--- config.mk ---
export PLATFORM = sky130hd
export DESIGN_NAME = srtf_cell
export DESIGN_NICKNAME = d
export VERILOG_FILES = /design/src/rtl/srtf_single_cpu_scheduler_unit_defines.svh /design/src/rtl/srtf_pkg.sv /design/src/rtl/srtf_cell.sv
export SDC_FILE = /design/constraint.sdc
export NUM_CORES = 1
export LEC_CHECK = 0
export BUFFER_PORTS_ARGS = -buffer_cell sky130_fd_sc_hd__buf_2
export CAP_MARGIN = 5
export CORE_AREA = 2 2 164 166
export CTS_CLUSTER_SIZE = 8
export DETAILED_ROUTE_END_ITERATION = 10
export DIE_AREA = 0 0 166 168
export SLEW_MARGIN = 20
export SYNTH_ARGS = -nofsm -noshare
export SYNTH_HDL_FRONTEND = slang
export SYNTH_SLANG_ARGS = --single-unit
--- constraint.sdc ---
create_clock -name clk -period 8.67 [get_ports clk]
set_input_delay 0.867 -clock clk [delete_from_list [all_inputs] [get_ports clk]]
set_output_delay 0.867 -clock clk [all_outputs]
set_load 0.1 [all_outputs]
--- src/rtl/srtf_single_cpu_scheduler_unit_defines.svh ---
// assertion macros for the srtf scheduler unit
// used by the top level; expects signals named clk and arst_n in scope
`ifndef SRTF_SINGLE_CPU_SCHEDULER_UNIT_DEFINES_SVH
`define SRTF_SINGLE_CPU_SCHEDULER_UNIT_DEFINES_SVH

`ifndef SYNTHESIS

// condition holds at every clock edge out of reset
`define SRTF_ASSERT_ALWAYS(lbl, cond) \
	lbl: assert property (@(posedge clk) disable iff (!arst_n) (cond)) \
		else $error("srtf invariant failed");

// antecedent implies consequent in the same cycle
`define SRTF_ASSERT_IMPLY(lbl, ante, cons) \
	lbl: assert property (@(posedge clk) disable iff (!arst_n) (ante) |-> (cons)) \
		else $error("srtf implication failed");

// antecedent implies consequent in the next cycle
`define SRTF_ASSERT_NEXT(lbl, ante, cons) \
	lbl: assert property (@(posedge clk) disable iff (!arst_n) (ante) |=> (cons)) \
		else $error("srtf next-cycle check failed");

`else

`define SRTF_ASSERT_ALWAYS(lbl, cond)
`define SRTF_ASSERT_IMPLY(lbl, ante, cons)
`define SRTF_ASSERT_NEXT(lbl, ante, cons)

`endif

`endif

--- src/rtl/srtf_pkg.sv ---
// shared types and codes for the srtf scheduler unit
// no dependencies
package srtf_pkg;

	// event codes on the result stream
	localparam logic [1:0] EV_RUNNING  = 2'd0;
	localparam logic [1:0] EV_FINISHED = 2'd1;
	localparam logic [1:0] EV_REJECTED = 2'd2;

	// command codes on the input stream
	localparam logic CMD_ARRIVE = 1'b0;
	localparam logic CMD_TICK   = 1'b1;

	// result queue geometry
	localparam int FIFO_DEPTH = 4;
	localparam int FIFO_AW    = 2;
	localparam int FIFO_CW    = 3;

	// job record held by one chain cell (slot tag travels beside it)
	typedef struct packed {
		logic [31:0] job;
		logic [31:0] arrival;
		logic [31:0] remaining;
	} entry_t;

	// per-cycle chain operation
	typedef struct packed {
		logic insert;
		logic dec;
		logic shift;
	} cell_op_t;

	// one result item
	typedef struct packed {
		logic [1:0]  event_res;
		logic [31:0] event_time;
		logic [31:0] event_job;
		logic [31:0] time_left;
		logic [15:0] jobs_left;
		logic [31:0] turnaround;
		logic        last;
	} out_item_t;

	typedef enum logic [1:0] {
		ST_IDLE,
		ST_EXEC,
		ST_FIN
	} state_t;

endpackage

--- src/rtl/srtf_cell.sv ---
// one cell of the sorted job chain: holds a job, compares it to an incoming one
// and takes its left or right neighbor on insert or removal; uses srtf_pkg
module srtf_cell import srtf_pkg::*; #(
	parameter int SLOT_W = 6
) (
	input  logic              clk,
	input  logic              arst_n,
	input  cell_op_t          op,
	input  entry_t            new_entry,
	input  logic [SLOT_W-1:0] new_slot,
	input  logic              left_occ,
	input  logic              left_lt,
	input  entry_t            left_entry,
	input  logic [SLOT_W-1:0] left_slot,
	input  logic              right_occ,
	input  entry_t            right_entry,
	input  logic [SLOT_W-1:0] right_slot,
	output logic              occ,
	output logic              lt,
	output entry_t            entry,
	output logic [SLOT_W-1:0] slot
);

	logic              occ_q;
	entry_t            entry_q;
	logic [SLOT_W-1:0] slot_q;

	// key order: remaining time, then job id, then slot index
	assign lt = occ_q &&
		({entry_q.remaining, entry_q.job, slot_q} <
		 {new_entry.remaining, new_entry.job, new_slot});

	assign occ   = occ_q;
	assign entry = entry_q;
	assign slot  = slot_q;

	// occupancy
	always_ff @(posedge clk or negedge arst_n) begin
		if (!arst_n) begin
			occ_q <= 1'b0;
		end else if (op.insert) begin
			if (!lt) begin
				occ_q <= left_lt ? 1'b1 : left_occ;
			end
		end else if (op.shift) begin
			occ_q <= right_occ;
		end
	end

	// payload: insert shifts right, removal shifts left, head decrements
	always_ff @(posedge clk) begin
		if (op.insert) begin
			if (!lt) begin
				if (left_lt) begin
					entry_q <= new_entry;
					slot_q  <= new_slot;
				end else begin
					entry_q <= left_entry;
					slot_q  <= left_slot;
				end
			end
		end else if (op.shift) begin
			entry_q <= right_entry;
			slot_q  <= right_slot;
		end else if (op.dec) begin
			entry_q.remaining <= entry_q.remaining - 32'd1;
		end
	end

endmodule

### Word-level counts from Yosys, hierarchy flattened

Cells that the tools add are included.

* reduce and logical (&&, ||, !) cells: 5
* bitwise gates (word level): 0
* eq/ne operators: 1
* $mul: 0
* add/subtract/negate cells: 1
* divide/modulo/power cells: 0
* multiplexer cells: 14
* order comparisons: 1
* shift operators: 0

Operators by type and width (count)
* two-way mux 96 bit: 3
* less-than comparator 70 bit: 1
* two-way mux 32 bit: 2
* two-way mux 64 bit: 1
* subtractor 32 x 1 -> 32 bit (second input constant): 1
* two-way mux 6 bit: 4
* two-way mux 1 bit: 4
* AND reduction 2 bit: 2
* nonzero test 3 bit: 1
* != test 2 bit (second input constant): 1
* nonzero test 2 bit: 1
* logical AND 1 bit: 1

* ROM bits: 0
* RAM bits: 0
* bits of input ports: 314
* logic and storage cells: 27
* bits in latches: 0
* memories kept: 0
* bits in registers: 103

### Longest topological paths before layout

* depth in word-level cells: 4
* mapped depth: 9

### Worst setup path before layout

OpenSTA, ideal clock, no wires.

* path kind: register -> register
* from: register entry_q (netlist bit entry[25])
* to: register occ_q (netlist: occ)
* buffers on the path: 0
* arrival time: 6.358 ns
* cell stages (with the launch flop): 9
* clock period less this slack: 6.681 ns
* data required time: 8.347 ns
* setup time: 0.323 ns
* setup slack: 1.989 ns
* path through: edfxtp_1 ha_1 nand4_1 nor4_1 nand3_1 a41oi_1 a211oi_1 a31oi_1 mux2i_1

* word-level cells in the longest chain between the ends: 4

RTL lines
* from (decl): line srtf_cell.sv:25 `entry_t entry_q;`
* from (signal assigned): line srtf_cell.sv:55 `entry_q <= new_entry;`
* from (signal assigned): line srtf_cell.sv:58 `entry_q <= left_entry;`
* from (signal assigned): line srtf_cell.sv:63 `entry_q <= right_entry;`
* less-than comparator 70 bit: line srtf_cell.sv:30 `({entry_q.remaining, entry_q.job, slot_q} <`
* logical AND 1 bit: line srtf_cell.sv:29 `assign lt = occ_q &&`
* != test 2 bit (no line)
* AND reduction 2 bit (no line)
* to (signal assigned): line srtf_cell.sv:43 `occ_q <= left_lt ? 1'b1 : left_occ;`
* to (signal assigned): line srtf_cell.sv:46 `occ_q <= right_occ;`
* to (decl): line srtf_cell.sv:24 `logic occ_q;`

No other way between the ends.
A chain may end at the register's enable or synchronous reset.

### Final worst setup path

* from: input port new_entry[28] in the netlist's numbering
* to: output port lt

* word-level cells in the longest chain between the ends: 2

RTL lines
* from (decl): line srtf_cell.sv:9 `input entry_t new_entry,`
* less-than comparator 70 bit: line srtf_cell.sv:30
* logical AND 1 bit: line srtf_cell.sv:29
* to (decl): line srtf_cell.sv:19 `output logic lt,`

No other way between the ends.

==> metrics.yaml <==
grt:
  grt_pass1_vias: 7455
  antenna_found_initial: 6
  grt_use_total_pct: 19.94
  grt-ovfl-total: 0
  grt_start_max_net_pins: 93
  grt_pass1_wl_mm: 42.94
timing:
  maxSlewHeadroom_pct: 28.06
  clock.fmax_mhz: 216.3
  tightest_slew_ns: 1.077
  fin_crit_ns: 4.622
  timing.final.crit_share_pct: 53.31
  maxSlewViolCount: 0
  clock_skew_ns: 0.01940
  setup-tns-final_ns: 0
  hold_viol: 0
  setup_viol: 0
  rsz0062_at_grt: "no"
yosys:
  yosysTopAreaCellShare_pct: 39.11
  syn_area_per_cell_um2: 9.392
  ys_top_cells_by_area: "edfxtp_1 39%, mux2i_1 12%, ha_1 11%"
  postSynthCellCount: 834
  yosysMostFrequentCell: "a21oi_1"
  ys_ff_latch: 103
  synth_warnings: 0
  synth_cell_types: 51
  synth-edff-count: 102
  async_flop_share_pct: 0.9709
  seq_area_frac_synth_pct: 39.42
  syn_nets: 1218
  synth_top_area_cell: "edfxtp_1"
  synth_commonest_cells: "131 x a21oi_1, 104 x nor2_1, 102 x edfxtp_1"
  synth_area_mm2: 0.007833
  ys.flop_type: "edfxtp_1"
layout:
  syn_to_final_growth_pct: 35.18
  finish.net_count: 1608
  drive_above_1_share_pct: 37.75
clock_tree:
  hold_buffers: 0
  clock_path_buffers: 2
  clk_latency_ns: 0.36
  cts-resized-gates: 0
  cts_made_buffers: 9
  cts_setup_buffers: 0
  clock_sinks: 103
  cts_root_buf: "clkbuf_16"
  cts_tree: "built"
  htreeDepth: 3
  path_clk_slew_ns: 0.07
die:
  core.rowCount: 60
  die_area_mm2: 0.02789
  ioPinCount: 418
  fp.dieW_um: 166
  start_util_pct: 29.72
  fp.coreArea_mm2: 0.02635
  die_y_um: 168
critical_path:
  path_cells: "buf_2 > inv_1 > ha_1 > nand4_1 > nor4_1 > nand3_1 > a41oi_1 > a211oi_1 > and2_1 > buf_2"
  crit_family: "simple AND/OR/NAND/NOR gates"
  crit_arrival_ns: 3.76
  setup.worst_path.start_class: "primary input"
  worst_setup_path_end_kind: "output port"
  r2r_setup_slack_ns: 4.42
  required_ns: 7.80
  critPathMaxStageDelay_ns: 0.59
  cp_slowest_cell: "nor4_1"
  path_buf_inv: 3
  critical_path_class: "in -> out"
  worstPathMaxFanout: 3
  cpMostUsedCell: "buf_2"
outcome:
  status: "completed"
placed_design:
  place_hpwl_mm: 23.29
  io_buffers: 417
  gp_congestion: 0.8517
power_and_ir_drop:
  worst_ir_drop_vdd_mv: 0.1124
  p_per_area_mw_per_mm2: 207.3
  power.leakage_nw: 5.141
  finalPower_mw: 2.195
drt:
  drt_iter0_markers: 421
  ant_nets: 0
  drc: 0
  dr_total_vias: 7685
  wirelength_mm: 28.83
  drt-vias-per-instance: 4.886
  first_pass_iters: 5
  drt-wirelength-per-cell_um: 18.33
worst_hold_path:
  min_path_type: "in -> async"
job:
  max_cap_viol_count: 0
-- cell families after synthesis --
logic type / share of synthesized area (%)
simple gates: 12.97
xor+xnor: 2.684
flops: 39.42
buf+inv: 5.655
mux: 13.98
compound gates: 14.11
fa+ha+maj: 11.18
-- power by group --
group | internal (mW) | switching (mW)
clock | 0.234 | 0.220
combinational | 0.229 | 0.792
sequential | 0.650 | 0.0706
-- final cells by class --
| class | count | area (um^2) |
|---|---|---|
| timing repair buffer | 422 | 2137 |
| clock inverter | 7 | 97.59 |
| fill | 2730 | 15760 |
| multi-input combinational | 614 | 4328 |
| antenna | 3 | 7.507 |
| tap | 341 | 426.7 |
| inverter | 74 | 277.8 |
| clock buffer | 9 | 225.2 |
| sequential | 103 | 3088 |
-- layer usage --
layer | wire length, um | track usage [%]
met1 | 11370 | 23.57
met2 | 14730 | 36.21
met3 | 2332 | 5.407
met4 | 354 | 4.234
met5 | 41 | 0
-- cells in the final DEF, fill, tap and decap left out, types with 4 or more instances in the layout --
cell type / Yosys / layout
a211oi_1: 16 / 16
buf_2: 2 / 415
clkbuf_16: 0 / 9
a21oi_1: 131 / 130
a21o_1: 5 / 5
xor2_1: 7 / 7
buf_4: 0 / 5
nor2_1: 104 / 104
o21ai_0: 30 / 30
nor3_1: 8 / 8
o21ai_1: 5 / 5
edfxtp_1: 102 / 102
nor4_1: 8 / 8
nand4_1: 11 / 11
mux2i_1: 97 / 97
inv_1: 74 / 74
xnor2_1: 17 / 17
nand2_1: 47 / 47
ha_1: 70 / 70
nand3_1: 7 / 7
nand2b_1: 4 / 4
mux2_2: 11 / 11
-- state kept, by name, summed over array words and instances (netlist names) --
register and count:
slot 6, entry 96, occ 1
-- through the flow --
stage | setup slack (ns) | utilization, % | std cells | hold WS (ns) | instance area, um^2
final | 4.048 | 40.18 | 1573 | 0.2784 | 10590
after global placement | 3.971 | 38.93 | 1554 | 0.5810 | 10260
after global routing | 3.906 | 40.16 | 1571 | 0.2633 | 10580
after floorplan | 1.989 | - | 834 | 0.5714 | 7833
after CTS | 4.027 | 40.15 | 1570 | 0.2577 | 10580
after detailed placement | 3.930 | 38.93 | 1554 | 0.5937 | 10260
-- worst reg2reg max path, cell delays in order (launching register included) --
cell      delay (ns)
edfxtp_1        0.57
ha_1            0.40
nand4_1         0.13
nor4_1          0.56
nand3_1         0.38
a41oi_1         0.52
a211oi_1        0.18
and2_1          0.27
a21oi_4         0.86
-- final timing paths --
check / start / endpoint / depth (start not counted)
setup / recovery: new_entry[28] / lt / 10
hold / removal: arst_n / occ / 1
setup reg to reg: entry[26] / entry[31] / 8
hold reg to reg: occ / occ / 2
max in group asynchronous: arst_n / occ / 1
min in group clk: occ / occ / 2
No activity file was read; power rests on OpenSTA's default activity.
