===== config.mk =====
export PLATFORM = sky130hd
export DESIGN_NAME = srtf_out_fifo
export DESIGN_NICKNAME = d
export VERILOG_FILES = /design/src/rtl/srtf_single_cpu_scheduler_unit_defines.svh /design/src/rtl/srtf_pkg.sv /design/src/rtl/srtf_out_fifo.sv
export SDC_FILE = /design/constraint.sdc
export NUM_CORES = 1
export LEC_CHECK = 0
export BUFFER_PORTS_ARGS = -buffer_cell sky130_fd_sc_hd__buf_4
export CORE_ASPECT_RATIO = 0.7
export CORE_MARGIN = 1.5
export CORE_UTILIZATION = 51
export CTS_CLUSTER_SIZE = 16
export DETAILED_ROUTE_END_ITERATION = 10
export HOLD_SLACK_MARGIN = 0.06
export PLACE_DENSITY = 0.85
export SYNTH_ARGS = -nofsm -noshare
export SYNTH_HDL_FRONTEND = slang
export SYNTH_SLANG_ARGS = --single-unit

===== constraint.sdc =====
create_clock -name clk -period 4.2 [get_ports clk]
set_input_delay 0.84 -clock clk [delete_from_list [all_inputs] [get_ports clk]]
set_output_delay 0.84 -clock clk [all_outputs]
set_load 0.1 [all_outputs]

===== src/rtl/srtf_single_cpu_scheduler_unit_defines.svh =====
// assertion macros for the srtf scheduler unit
// used by the top level; expects signals named clk and arst_n in scope
`ifndef SRTF_SINGLE_CPU_SCHEDULER_UNIT_DEFINES_SVH
`define SRTF_SINGLE_CPU_SCHEDULER_UNIT_DEFINES_SVH

`ifndef SYNTHESIS

// condition holds at every clock edge out of reset
`define SRTF_ASSERT_ALWAYS(lbl, cond) \
	lbl: assert property (@(posedge clk) disable iff (!arst_n) (cond)) \
		else $error("srtf invariant failed");

// antecedent implies consequent in the same cycle
`define SRTF_ASSERT_IMPLY(lbl, ante, cons) \
	lbl: assert property (@(posedge clk) disable iff (!arst_n) (ante) |-> (cons)) \
		else $error("srtf implication failed");

// antecedent implies consequent in the next cycle
`define SRTF_ASSERT_NEXT(lbl, ante, cons) \
	lbl: assert property (@(posedge clk) disable iff (!arst_n) (ante) |=> (cons)) \
		else $error("srtf next-cycle check failed");

`else

`define SRTF_ASSERT_ALWAYS(lbl, cond)
`define SRTF_ASSERT_IMPLY(lbl, ante, cons)
`define SRTF_ASSERT_NEXT(lbl, ante, cons)

`endif

`endif


===== src/rtl/srtf_pkg.sv =====
// shared types and codes for the srtf scheduler unit
// no dependencies
package srtf_pkg;

	// event codes on the result stream
	localparam logic [1:0] EV_RUNNING  = 2'd0;
	localparam logic [1:0] EV_FINISHED = 2'd1;
	localparam logic [1:0] EV_REJECTED = 2'd2;

	// command codes on the input stream
	localparam logic CMD_ARRIVE = 1'b0;
	localparam logic CMD_TICK   = 1'b1;

	// result queue geometry
	localparam int FIFO_DEPTH = 4;
	localparam int FIFO_AW    = 2;
	localparam int FIFO_CW    = 3;

	// job record held by one chain cell (slot tag travels beside it)
	typedef struct packed {
		logic [31:0] job;
		logic [31:0] arrival;
		logic [31:0] remaining;
	} entry_t;

	// per-cycle chain operation
	typedef struct packed {
		logic insert;
		logic dec;
		logic shift;
	} cell_op_t;

	// one result item
	typedef struct packed {
		logic [1:0]  event_res;
		logic [31:0] event_time;
		logic [31:0] event_job;
		logic [31:0] time_left;
		logic [15:0] jobs_left;
		logic [31:0] turnaround;
		logic        last;
	} out_item_t;

	typedef enum logic [1:0] {
		ST_IDLE,
		ST_EXEC,
		ST_FIN
	} state_t;

endpackage


===== src/rtl/srtf_out_fifo.sv =====
// small result queue between the scheduler core and the output stream
// uses srtf_pkg
module srtf_out_fifo import srtf_pkg::*; (
	input  logic               clk,
	input  logic               arst_n,
	input  logic               push,
	input  out_item_t          push_item,
	input  logic               pop,
	output logic               valid,
	output out_item_t          item,
	output logic [FIFO_CW-1:0] count
);

	out_item_t          mem_q [FIFO_DEPTH];
	logic [FIFO_AW-1:0] wr_ptr_q;
	logic [FIFO_AW-1:0] rd_ptr_q;
	logic [FIFO_CW-1:0] count_q;
	logic               do_pop;

	assign valid  = (count_q != '0);
	assign item   = mem_q[rd_ptr_q];
	assign count  = count_q;
	assign do_pop = pop && valid;

	// pointers and fill level
	always_ff @(posedge clk or negedge arst_n) begin
		if (!arst_n) begin
			wr_ptr_q <= '0;
			rd_ptr_q <= '0;
			count_q  <= '0;
		end else begin
			if (push) begin
				wr_ptr_q <= wr_ptr_q + 1'b1;
			end
			if (do_pop) begin
				rd_ptr_q <= rd_ptr_q + 1'b1;
			end
			if (push && !do_pop) begin
				count_q <= count_q + 1'b1;
			end else if (!push && do_pop) begin
				count_q <= count_q - 1'b1;
			end
		end
	end

	// storage
	always_ff @(posedge clk) begin
		if (push) begin
			mem_q[wr_ptr_q] <= push_item;
		end
	end

endmodule


After elaboration in Yosys (flattened, before gate mapping)
Memory sizes are Yosys's and may differ from the RTL's.
Cells that the tools add are included.
- mux-type cells: 4
- reductions and logical operators: 7
- $add $sub $neg: 4
- operators by type and width (kind ; number):
    3-bit 2-to-1 mux ; 2
    2-bit by 1-bit adder with 2-bit output, second input constant ; 2
    3-bit by 1-bit adder with 3-bit output, second input constant ; 1
    1-bit logical AND ; 3
    3-bit nonzero test ; 1
    3-bit by 1-bit subtractor with 3-bit output, second input constant ; 1
    1-bit logical NOT ; 2
    1-bit 2-to-1 mux ; 2
    2-bit nonzero test ; 1
- bits in writable memories: 588
- register bits: 7
- output and inout port bits: 151
- memories: 1
- memory list (name ; depth ; bits a word ; rd ports ; clocked after memory_dff ; write ports ; RTL line ; RTL):
    mem_q ; 4 ; 147 ; 1 ; 0 ; 1 ; srtf_out_fifo.sv:14 ; out_item_t mem_q [FIFO_DEPTH];

Depth between registers and ports, before layout
Gate-level depths: netlist (run 1).
- word-level depth: 5
- gate-level depth with buffers: 8

Least setup slack after synthesis (run 1)
Ideal clock, no wire load.
- kind: input to register
- from: in push
- to: mem mem_q[0][0] in the netlist's numbering, enable pin
- arrival: 4.196 ns
- buffers on the path: 0
- stages: 1
- setup time: 0.524 ns
- data required time: 3.676 ns
- slack: -0.520 ns
- path through: and2_1
- cells in the longest elaborated chain, start to end: 2
- ends and longest elaborated chain (what ; RTL line ; RTL):
    start: declaration ; srtf_out_fifo.sv:6 ; input logic push,
    1-bit 2-to-1 mux ; srtf_out_fifo.sv:48 ; if (push) begin
    1-bit 2-to-1 mux (implied by the code) ; srtf_out_fifo.sv:49 ; mem_q[wr_ptr_q] <= push_item;
    end: declaration ; srtf_out_fifo.sv:14 ;
No other way between the ends.

==> impl_metrics.tcl, run 1 <==
set metrics [dict create \
    endpoint_kind "output port" \
    route.met2.wl_um 20900 \
    dr_wl_met3_um 3490 \
    dr.pass1.iters 4 \
    syn-num-nets 958 \
    synth-seq-cells 595 \
    synth_cell_types 20 \
    rsz0062_at_grt "no" \
    worst_slack_ns 0.670 \
    post-cts-setup-buffers 0 \
    crit_type "reg2out" \
    hold_path.class "in2reg" \
    synth-async-reset-ratio 0.0118 \
    grt_pass1_wl_um 63100 \
    grt-ovfl-total 0 \
    synth_edf_count 588 \
    ctsLongestPathBuffers 3 \
    fp.dieArea_mm2 0.0436 \
    wirelength_um 41500 \
    hold_viol_final 0 \
    path_max_fanout 40 \
    period_minus_slack_ns 3.53 \
    syn_inst 801 \
    rows 62 \
    r2r_setup_slack_ns 2.06 \
    multi_input_area_mm2 0.00352 \
    wl_per_cell_um 24.0 \
    path_delay_family "flip-flops" \
    cts_sinks 595 \
    cp-start-kind "register" \
    coreArea_mm2 0.0414 \
    syn-cell-area_mm2 0.0216 \
    holdPathEnd "mem_q[1][118]" \
    grt_max_degree 83 \
    via_count 9660 \
    dpl.hpwl_um 25600 \
    r2r-start "count[0]" \
    yosysMostFrequentCell "edfxtp_1" \
    drcViolationCount 0 \
    top_layer_used "met5" \
    grt_pass1_vias 10338 \
    status "completed" \
    path_buf_inv 2 \
    yosysWarnings 0 \
    slew_viol_final 0 \
    min_from "push_item[118]" \
    port_buffers 301 \
    r2r_end "count[2]" \
    fill_cells 2640 \
    place_congestion 0.758 \
    worstPathCellList "buf_12, mux4_2, buf_4" \
    synth_flop_cell "edfxtp_1" \
    min_path_cells 1 \
    cts_tree "yes" \
    ys_top_cells_by_count "edfxtp_1 (588), mux4_2 (147), buf_2 (15)" \
    finalCritPeriodShare 0.840 \
    first_iter_violations 722 \
    post-place-ws_ns 1.19 \
    worstPathRequired_ns 3.36 \
    seq_area_mm2 0.0178 \
    yosysSeqAreaShare 0.825 \
    num_io_pins 302 \
    tns_ns 0 \
    nNetsFinal 1300 \
    via_per_inst 5.60 \
    met1_length_um 16200 \
    final_antenna_net_count 0 \
    start_util 0.522 \
    root_buffer "clkbuf_16" \
    syn_area_per_cell_um2 27.0 \
    path_clk_slew_ns 0.07 \
    timing.fmax_mhz 283 \
    netlist.area_leader.share 0.817 \
    arrival_ns 2.69 \
    fp.dieW_um 249 \
    syn_to_final_growth_pct 21.5 \
    yosys.area.top_type "edfxtp_1" \
    layout-drive-gt1-share 0.464 \
    cpPeakStageDelay_ns 0.84 \
    slowest_stage "dfrtp_4" \
    ff2ff_path_depth 8 \
    max_cap_viol_count 0 \
    synth_area_leaders "edfxtp_1 (82%), mux4_2 (15%), dfrtp_1 (0.81%), buf_6 (0.73%), buf_2 (0.35%)" \
    numCtsBuffers 51 \
    htree_num_levels 2 \
    slew_headroom 0.282 \
    clk_latency_ns 0.57 \
    fin_worst_skew_ns 0.0138 \
    setup-violations-final 0 \
    antenna_found_initial 3 \
    grtUsageTotal 0.193 \
    die_h_um 175 \
    max_slew.worst_pin.slew_ns 1.08 \
]
## cell type report
cell class,instances,area share
multi-input combinational,170,0.134
antenna,1,0.0000953
inverter,3,0.000429
tap,544,0.0259
sequential,595,0.680
clock buffer,64,0.0516
timing repair buffer,322,0.0965
clock inverter,27,0.0118
## kinds of logic (layout without fill, tap and decap cells)
family | Yosys count | in the layout | synth area share
other | 0 | 1 | 0
AND/OR/NAND/NOR | 9 | 9 | 0.00220
adder cells (fa/ha/maj) | 6 | 6 | 0.00382
XOR/XNOR | 6 | 6 | 0.00243
AO/OA/AOI/OAI | 1 | 1 | 0.000231
flip-flops | 595 | 595 | 0.825
multiplexers | 148 | 148 | 0.154
buffers and inverters | 36 | 416 | 0.0122
## registers in the layout, summed over array words and instances, names as in the netlist
register,flops
mem_q,588
count,3
rd_ptr_q,2
wr_ptr_q,2
## through the flow
step            util  hold WS, ns  instance area [um2]  cells
2_1_floorplan      -        0.491                21600    801
6_report       0.634        0.465                26300   1726
3_5_place_dp   0.593        0.490                24600   1633
3_3_place_gp   0.593        0.473                24600   1633
5_1_grt        0.634        0.440                26300   1726
4_1_cts        0.634        0.432                26200   1725
## metal layers
metal / vias up / global-route usage
li1: 4158 / -
met1: 5058 / 0.256
met2: 368 / 0.317
met3: 72 / 0.0563
met4: 4 / 0.0488
met5: - / 0
## timing repair
action | CTS | global route
resized for setup | 0 | 0
hold buffers | 1 | 0
setup endpoints to repair | 0 | 0
hold endpoints to repair | 7 | 0
## worst max-delay path by stage
stage,startpoint,end,slack [ns],cells after the start
2_1_floorplan,push,mem_q[1][0],1.10,1
3_3_place_gp,rd_ptr_q[0],item[120],1.20,3
3_5_place_dp,rd_ptr_q[0],item[19],1.19,3
4_1_cts,rd_ptr_q[0],item[25],0.56,3
5_1_grt,rd_ptr_q[0],item[117],0.49,3
6_report,rd_ptr_q[0],item[75],0.67,3
## cell usage in the layout, fill, tap and decap left out, drive strengths merged
master,n
clkbuf,64
clkinv,17
or3,1
dfrtp,7
buf,321
clkinvlp,1
mux4,147
mux2,1
nand3,1
dlygate4sd3,1
nor2,1
inv,5
xor2,3
and2,4
nand2,2
fa,1
xnor2,3
ha,5
diode,1
edfxtp,588
bufinv,7
o21ai,1
Power of run 1 is left out: the tool's default activity adds up to more than one toggle a clock period on the data nets, which glitch-free logic cannot reach.
==> inputs of run 2 (changes only) <==
ABC_AREA = 1   (was not set)
CORE_UTILIZATION = 52   (was 51)
PLACE_DENSITY = 0.86   (was 0.85)
clock period = 3 ns   (was 4.2 ns; I/O delays follow)
==> impl_metrics.tcl, run 2 <==
set metrics [dict create \
    via_count 14384 \
    dpl.hpwl_um 31800 \
    worstPathRequired_ns 2.40 \
    r2r-start "wr_ptr_q[0]" \
    wirelength_um 51700 \
    crit_type "reg2out" \
    ff2ff_path_depth 4 \
    final_cell_mix "edfxtp_1 (588), nand2_1 (457), buf_4 (316)" \
    grt_max_degree 101 \
    period_minus_slack_ns 3.02 \
    min_from "push_item[94]" \
    synth_cell_types 19 \
    syn_inst 1770 \
    hold_viol_final 0 \
    violations "negative setup slack" \
    clk_latency_ns 0.57 \
    route.met2.wl_um 25800 \
    num_io_pins 302 \
    syn-cell-area_mm2 0.0237 \
    cts_sinks 595 \
    max_slew.worst_pin.slew_ns 0.569 \
    postLayoutCoreUtil 0.634 \
    layout-drive-gt1-share 0.209 \
    grt_pass1_wl_um 78800 \
    dr.pass1.iters 5 \
    synth_edf_count 588 \
    rows 65 \
    syn_area_per_cell_um2 13.4 \
    r2r_setup_slack_ns 1.03 \
    synth_flop_cell "edfxtp_1" \
    synth-seq-cells 595 \
    antenna_found_initial 5 \
    slew_headroom 0.620 \
    grt-ovfl-total 0 \
    fp.dieArea_mm2 0.0469 \
    timing.fmax_mhz 331 \
    grtUsageTotal 0.218 \
    synth-async-reset-ratio 0.0118 \
    start_util 0.527 \
    fill_cells 3078 \
    dr_wl_met3_um 4160 \
    min_path_cells 1 \
    met1_length_um 20200 \
    holdPathEnd "mem_q[2][94]" \
    fp.dieW_um 258 \
    yosysSeqAreaShare 0.753 \
    synth_area_leaders "edfxtp_1 (75%), o211ai_1 (9.0%), nand2_1 (7.3%), inv_1 (4.8%), buf_6 (1.1%)" \
    htree_num_levels 2 \
    cp-start-kind "register" \
    top_layer_used "met4" \
    syn-num-nets 1927 \
    place_congestion 0.801 \
    rsz0062_at_grt "yes" \
    port_buffers 301 \
    cts_tree "yes" \
    numCtsBuffers 53 \
    max_cap_viol_count 0 \
    r2r_end "mem_q[3][38]" \
    yosys.area.top_type "edfxtp_1" \
    die_h_um 182 \
    path_max_fanout 92 \
    endpoint_kind "output port" \
    drcViolationCount 0 \
    slew_viol_final 0 \
    fin_worst_skew_ns 0.0143 \
    netlist.area_leader.share 0.745 \
    via_per_inst 5.30 \
    regMostFlops "mem_q" \
    finalCritPeriodShare 1.01 \
    yosysMostFrequentCell "edfxtp_1" \
    first_iter_violations 1039 \
    wl_per_cell_um 19.1 \
    worst_slack_ns -0.0169 \
    ctsLongestPathBuffers 3 \
    path_clk_slew_ns 0.07 \
    setup-violations-final 2 \
    root_buffer "clkbuf_16" \
    nNetsFinal 2222 \
    status "complete, but fails checks" \
    arrival_ns 2.42 \
    final_common_cell "edfxtp_1" \
    syn_to_final_growth_pct 20.4 \
    largest_reg_flops 588 \
    coreArea_mm2 0.0450 \
    ys_top_cells_by_count "edfxtp_1 (588), nand2_1 (461), inv_1 (305)" \
    final_antenna_net_count 0 \
    hold_path.class "in2reg" \
    yosysWarnings 0 \
    grt_pass1_vias 14490 \
]
==> run 2: what timing repair did <==
item | 4_1_cts | 5_1_grt
endpoints found under the setup margin | 35 | 82
hold buffers | 1 | 0
setup buffers | 0 | 1
gates resized for setup | 3 | 4
hold endpoints to repair | 7 | 0
==> run 2: how the worst max path moves through the flow <==
stage                     slack, ns  cells after the start          end   startpoint
final                         -0.02                      6     item[83]  rd_ptr_q[0]
after global routing           -0.1                      6     item[52]  rd_ptr_q[0]
after CTS                     -0.04                      5     item[52]  rd_ptr_q[0]
after detailed placement       0.55                      5     item[64]  rd_ptr_q[1]
after global placement         0.57                      5     item[63]  rd_ptr_q[1]
after floorplan               -0.37                      3  mem_q[0][0]         push
==> run 2: kinds of logic (layout without fill, tap and decap cells) <==
logic type               Yosys count  count (layout)  share of synthesized area
other                              0               4                          0
buffers and inverters            406             745                     0.0739
AND/OR/NAND/NOR                  466             466                     0.0741
adder cells (fa/ha/maj)            6               6                    0.00348
flip-flops                       595             595                      0.753
XOR/XNOR                           2               2                   0.000739
AO/OA/AOI/OAI                    295             295                     0.0953
==> run 2: stage by stage <==
stage	setup TNS, ns	setup WS (ns)	instances	hold WS, ns	area (um2)
final	-0.0177	-0.0169	2716	0.222	28500
after global routing	-1.38	-0.0977	2716	0.186	28500
after CTS	-0.136	-0.0374	2711	0.185	28500
after detailed placement	0	0.546	2611	0.446	26700
after global placement	0	0.570	2611	0.446	26700
after floorplan	-214.77	-0.372	1770	0.304	23800
==> run 2: metal layers <==
layer,GRT usage,up-vias
li1,-,6780
met1,0.270,6989
met2,0.374,517
met3,0.0576,98
met4,0.0739,0
met5,0,-
==> run 2: critical path: stages, from the launching register on <==
cell and delay [ns]:
dfrtp_1 0.49, clkinv_8 0.27, buf_16 0.29, nand2_1 0.17, o211ai_1 0.10, nand2_1 0.11, buf_4 0.30
==> run 2: cell type report <==
class                      instances  area [um2]  area share
tap                              603         754      0.0264
inverter                         307        1190      0.0418
multi-input combinational        769        4140       0.145
antenna                            4        10.0    0.000351
sequential                       595       17800       0.625
clock inverter                    38         403      0.0141
clock buffer                      61        1380      0.0483
timing repair buffer             339        2820      0.0987
Power of run 2 is left out for the same reason.
